[src/sv/smau_ram.sv]
`timescale 1ns / 1ps
// Generic single-write, single-read RAM with a registered read port.
// Stand-alone; instantiated by the matrix unit for its element stores.
module smau_ram #(
  parameter int WIDTH = 32,
  parameter int DEPTH = 16
) (
  input  logic                     clk,
  input  logic                     wr_en,
  input  logic [$clog2(DEPTH)-1:0] wr_addr,
  input  logic [WIDTH-1:0]         wr_data,
  input  logic [$clog2(DEPTH)-1:0] rd_addr,
  output logic [WIDTH-1:0]         rd_data
);

  logic [WIDTH-1:0] mem_r [DEPTH];
  logic [WIDTH-1:0] rd_data_r;

  // Write port and registered read port.
  always_ff @(posedge clk) begin
    if (wr_en) begin
      mem_r[wr_addr] <= wr_data;
    end
    rd_data_r <= mem_r[rd_addr];
  end

  assign rd_data = rd_data_r;

endmodule

[config.mk]
export PLATFORM = sky130hd
export DESIGN_NAME = smau_ram
export DESIGN_NICKNAME = d
export VERILOG_FILES = /design/src/sv/smau_ram.sv
export SDC_FILE = /design/constraint.sdc
export NUM_CORES = 1
export LEC_CHECK = 0
export BUFFER_PORTS_ARGS = -buffer_cell sky130_fd_sc_hd__buf_4
export CORE_ASPECT_RATIO = 1.25
export CORE_MARGIN = 5
export CORE_UTILIZATION = 45
export DETAILED_ROUTE_END_ITERATION = 7
export SLEW_MARGIN = 20
export SYNTH_ARGS = -nofsm -noshare
export SYNTH_HDL_FRONTEND = slang
export SYNTH_SLANG_ARGS = --single-unit
[constraint.sdc]
create_clock -name clk -period 5.5 [get_ports clk]
set_input_delay 0.275 -clock clk [delete_from_list [all_inputs] [get_ports clk]]
set_output_delay 0.275 -clock clk [all_outputs]
set_load 0.01 [all_outputs]
==> key figures <==
Run status
  • Run status: finished clean

Routing
  • Antenna Nets Post-Route: 0
  • Routed vias/inst: 5.69
  • Number of DRC markers in iteration 0: 715
  • # DRC: 0
  • Routed wire length: 41,300 µm
  • Routed via count: 8,904
  • WL/cell: 26.4 µm
  • Detailed Routing Iterations Pass 1: 4

Critical path
  • CP max stage delay: 0.59 ns
  • CP arrival: 2.37 ns
  • Critical path type: input pin to flip-flop
  • Worst R2R Setup Slack: 4.19 ns
  • Crit path launch type: input pin
  • Crit path max fanout: 70
  • Worst r2r dst: rd_data[0]
  • CP max-delay cell: clkbuf_8
  • Critical Path End Type: flip-flop
  • R2r startpoint: mem_r[11][0]
  • FF-to-FF path depth: 3
  • Worst Path Required: 5.94 ns
  • Critical-path cell list: clkbuf_8 -> buf_12 -> mux4_2 -> a22oi_1 -> nand2_1

Hold path
  • Hold_sp: wr_data[10]
  • Worst Hold Endpoint: mem_r[13][10]
  • Worst hold path class: input pin to flip-flop
  • Hold Path Stages: 1

Clocking
  • Cts bufs inserted: 49
  • Post-CTS Setup Bufs: 0
  • Clock slew at reported path FFs: 0.06 ns
  • CTS root buffer: clkbuf_16
  • Post-cts resize count: 0
  • H-Tree Level Count: 2
  • Clock tree sinks: 544
  • Max clock buf depth: 3
  • Clock latency on the worst-skew pair: 0.56 ns
  • CTS tree: done

Synthesis
  • Sequential share of the synthesized area: 80.7%
  • FF+latch count, synth: 544
  • Multiplexer area fraction after synthesis: 14.5%
  • Synth Warn #: 0
  • Compound-gate portion of the synthesized area: 2.42%
  • Post-synthesis instance area: 19,900 µm²
  • Synth Area in Simple Gates: 1.27%
  • Adder-Cell Fraction of Synth Area: 0%
  • Syn nets: 880
  • Post-Synth XOR/XNOR Area: 0%
  • Unique cell type count in the Yosys netlist: 18
  • Syn Inst Count: 838
  • Largest family of logic cells by synthesized area: multiplexers
  • Syn Area/Cell: 23.7 µm²

Die
  • Die Y-Extent: 245 µm
  • Die area: 48,400 µm²
  • Die width: 198 µm
  • I/O pins: 74
  • # rows: 86
  • Core ar.: 43,900 µm²
  • Initial Utilization: 45.2%

Timing
  • Final Skew: 0.00930 ns
  • Final hold violation count: 0
  • Max-slew violation count: 0
  • Final period util: 35.1%
  • Final TNS setup: 0 ns
  • Slew Limit Headroom: 49.3%
  • Final worst path period need: 1.93 ns
  • Worst-Margin Slew: 0.761 ns
  • RSZ-0062 raised after global routing: false
  • Setup-failing EPs final: 0
  • FMAX: 518 MHz

Layout
  • Number of diodes: 0
  • Area grow syn2layout: 16.2%
  • Post-route core utilization: 52.6%
  • Fin area: 23,100 µm²
  • # fillers: 3,394
  • Final net count: 997
  • Share of cells above drive strength 1: 32.4%

Placement
  • HPWL after detailed placement: 18,600 µm
  • RD Place Congestion: 0.675
  • I/O Buffers: 73
  • Post-placement cell area: 21,200 µm²

Pwr
  • Flop pwr share: 53.6%
  • Peak supply drop: 0.200 mV
  • Net Sw Frac: 19.6%
  • Comb pwr share: 5.0%
  • Tot Pwr: 8.69 mW
  • Pint: 6.99 mW
  • PwrDens: 377 nW/µm²
  • Switching pwr: 1.71 mW
  • Clock power share: 41.4%
  • Lkg Pwr: 7.39 nW

Global route
  • GR Overflow Total: 0
  • First-pass GRT wire length: 61,200 µm
  • Pin count of the biggest net entering global routing: 114
  • GRT Resource Usage Total: 17.2%
  • Initial antenna violation count: 0
  • Vias in the first global route: 9,432

Run
  • Max Cap Viol: 0
## power groups by stage
| stage | registers (mW) | logic, mW | clock network (mW) |
|---|---|---|---|
| after global placement | 4.75 | 0.425 | 0 |
| final | 4.66 | 0.431 | 3.60 |
| after CTS | 4.67 | 0.442 | 3.67 |
| after floorplan | 4.76 | 0.223 | 0 |
| after detailed placement | 4.75 | 0.432 | 0 |
| after global routing | 4.67 | 0.469 | 3.84 |
## registers in the layout, indices dropped and copies added (netlist names)
register,cells
mem_r,512
rd_data,32
## stage by stage
stage	hold slack (ns)	worst slack [ns]	cells
detailed placement	0.574	2.90	1462
finish	0.0165	3.57	1565
global route	0.00917	3.32	1565
global placement	0.568	2.89	1462
CTS	0.000189	3.50	1565
floorplan	0.374	2.05	838
## cells in the mapped netlist
master    number  share of area [%]
buf_1          9               0.17
dfxtp_1       32                3.2
nor3_1         4               0.10
nand2_1       33               0.62
or3b_2         1              0.044
edfxtp_1     512                 77
clkbuf_1      17               0.32
mux4_2       128                 15
nor2_1        13               0.25
buf_2          4               0.10
nor2b_1        2              0.063
buf_4         11               0.42
nand2b_1       2              0.063
buf_6          2               0.11
and2_1         1              0.032
nand3b_1       2              0.076
nand3_1        1              0.025
a22oi_1       64                2.4
## cell usage in the layout, fill, tap and decap left out, drive strengths merged
master	instances
edfxtp	512
mux4	128
buf	94
a22oi	64
clkbuf	62
nand2	33
dfxtp	32
dlygate4sd3	14
nor2	13
clkinv	13
bufinv	10
clkinvlp	5
nor3	4
nor2b	2
nand3b	2
nand2b	2
and2	1
nand3	1
or3b	1
## what timing repair did
action                     4_1_cts  5_1_grt
hold endpoints to repair       152        0
hold buffers                    14        0
setup endpoints to repair        0        0
## critical path: cells and delay by family
| family | cells | cell delay, ns |
|---|---|---|
| buffers and inverters | 2 | 1.12 |
| multiplexers | 1 | 0.59 |
| AO/OA/AOI/OAI | 1 | 0.21 |
| AND/OR/NAND/NOR | 1 | 0.07 |
## cell type report
cell class,count,area (µm²),share of cell area [%]
Sequential cell,544,16000,69.4
Tap cell,572,716,3.10
Clock inverter,28,399,1.73
Clock buffer,61,1310,5.68
Multi-Input combinational cell,251,3750,16.3
Timing Repair Buffer,109,885,3.83
## metal layers
layer | routed length [µm] | up-vias | track usage (%) | part of all wire [%]
met5 | 0 | - | 0 | 0
met4 | 658 | 0 | 3.83 | 1.6
met3 | 2280 | 48 | 2.68 | 5.5
met2 | 20700 | 238 | 28.1 | 50
met1 | 17600 | 4822 | 25.0 | 43
li1 | - | 3796 | - | -
## cells by family after synthesis
logic type      Yosys count
buf+inv                  43
compound gates           64
flops                   544
mux                     128
simple gates             59
## how the worst max path moves through the flow
stage	from	endpoint	slack [ns]
final	rd_addr[0]	rd_data[19]	3.57
after global routing	rd_addr[0]	rd_data[11]	3.32
after CTS	rd_addr[0]	rd_data[11]	3.50
after detailed placement	rd_addr[0]	rd_data[19]	2.90
after global placement	rd_addr[0]	rd_data[11]	2.89
after floorplan	wr_addr[2]	mem_r[0][0]	2.05
Power figures use the tool's default switching activity.
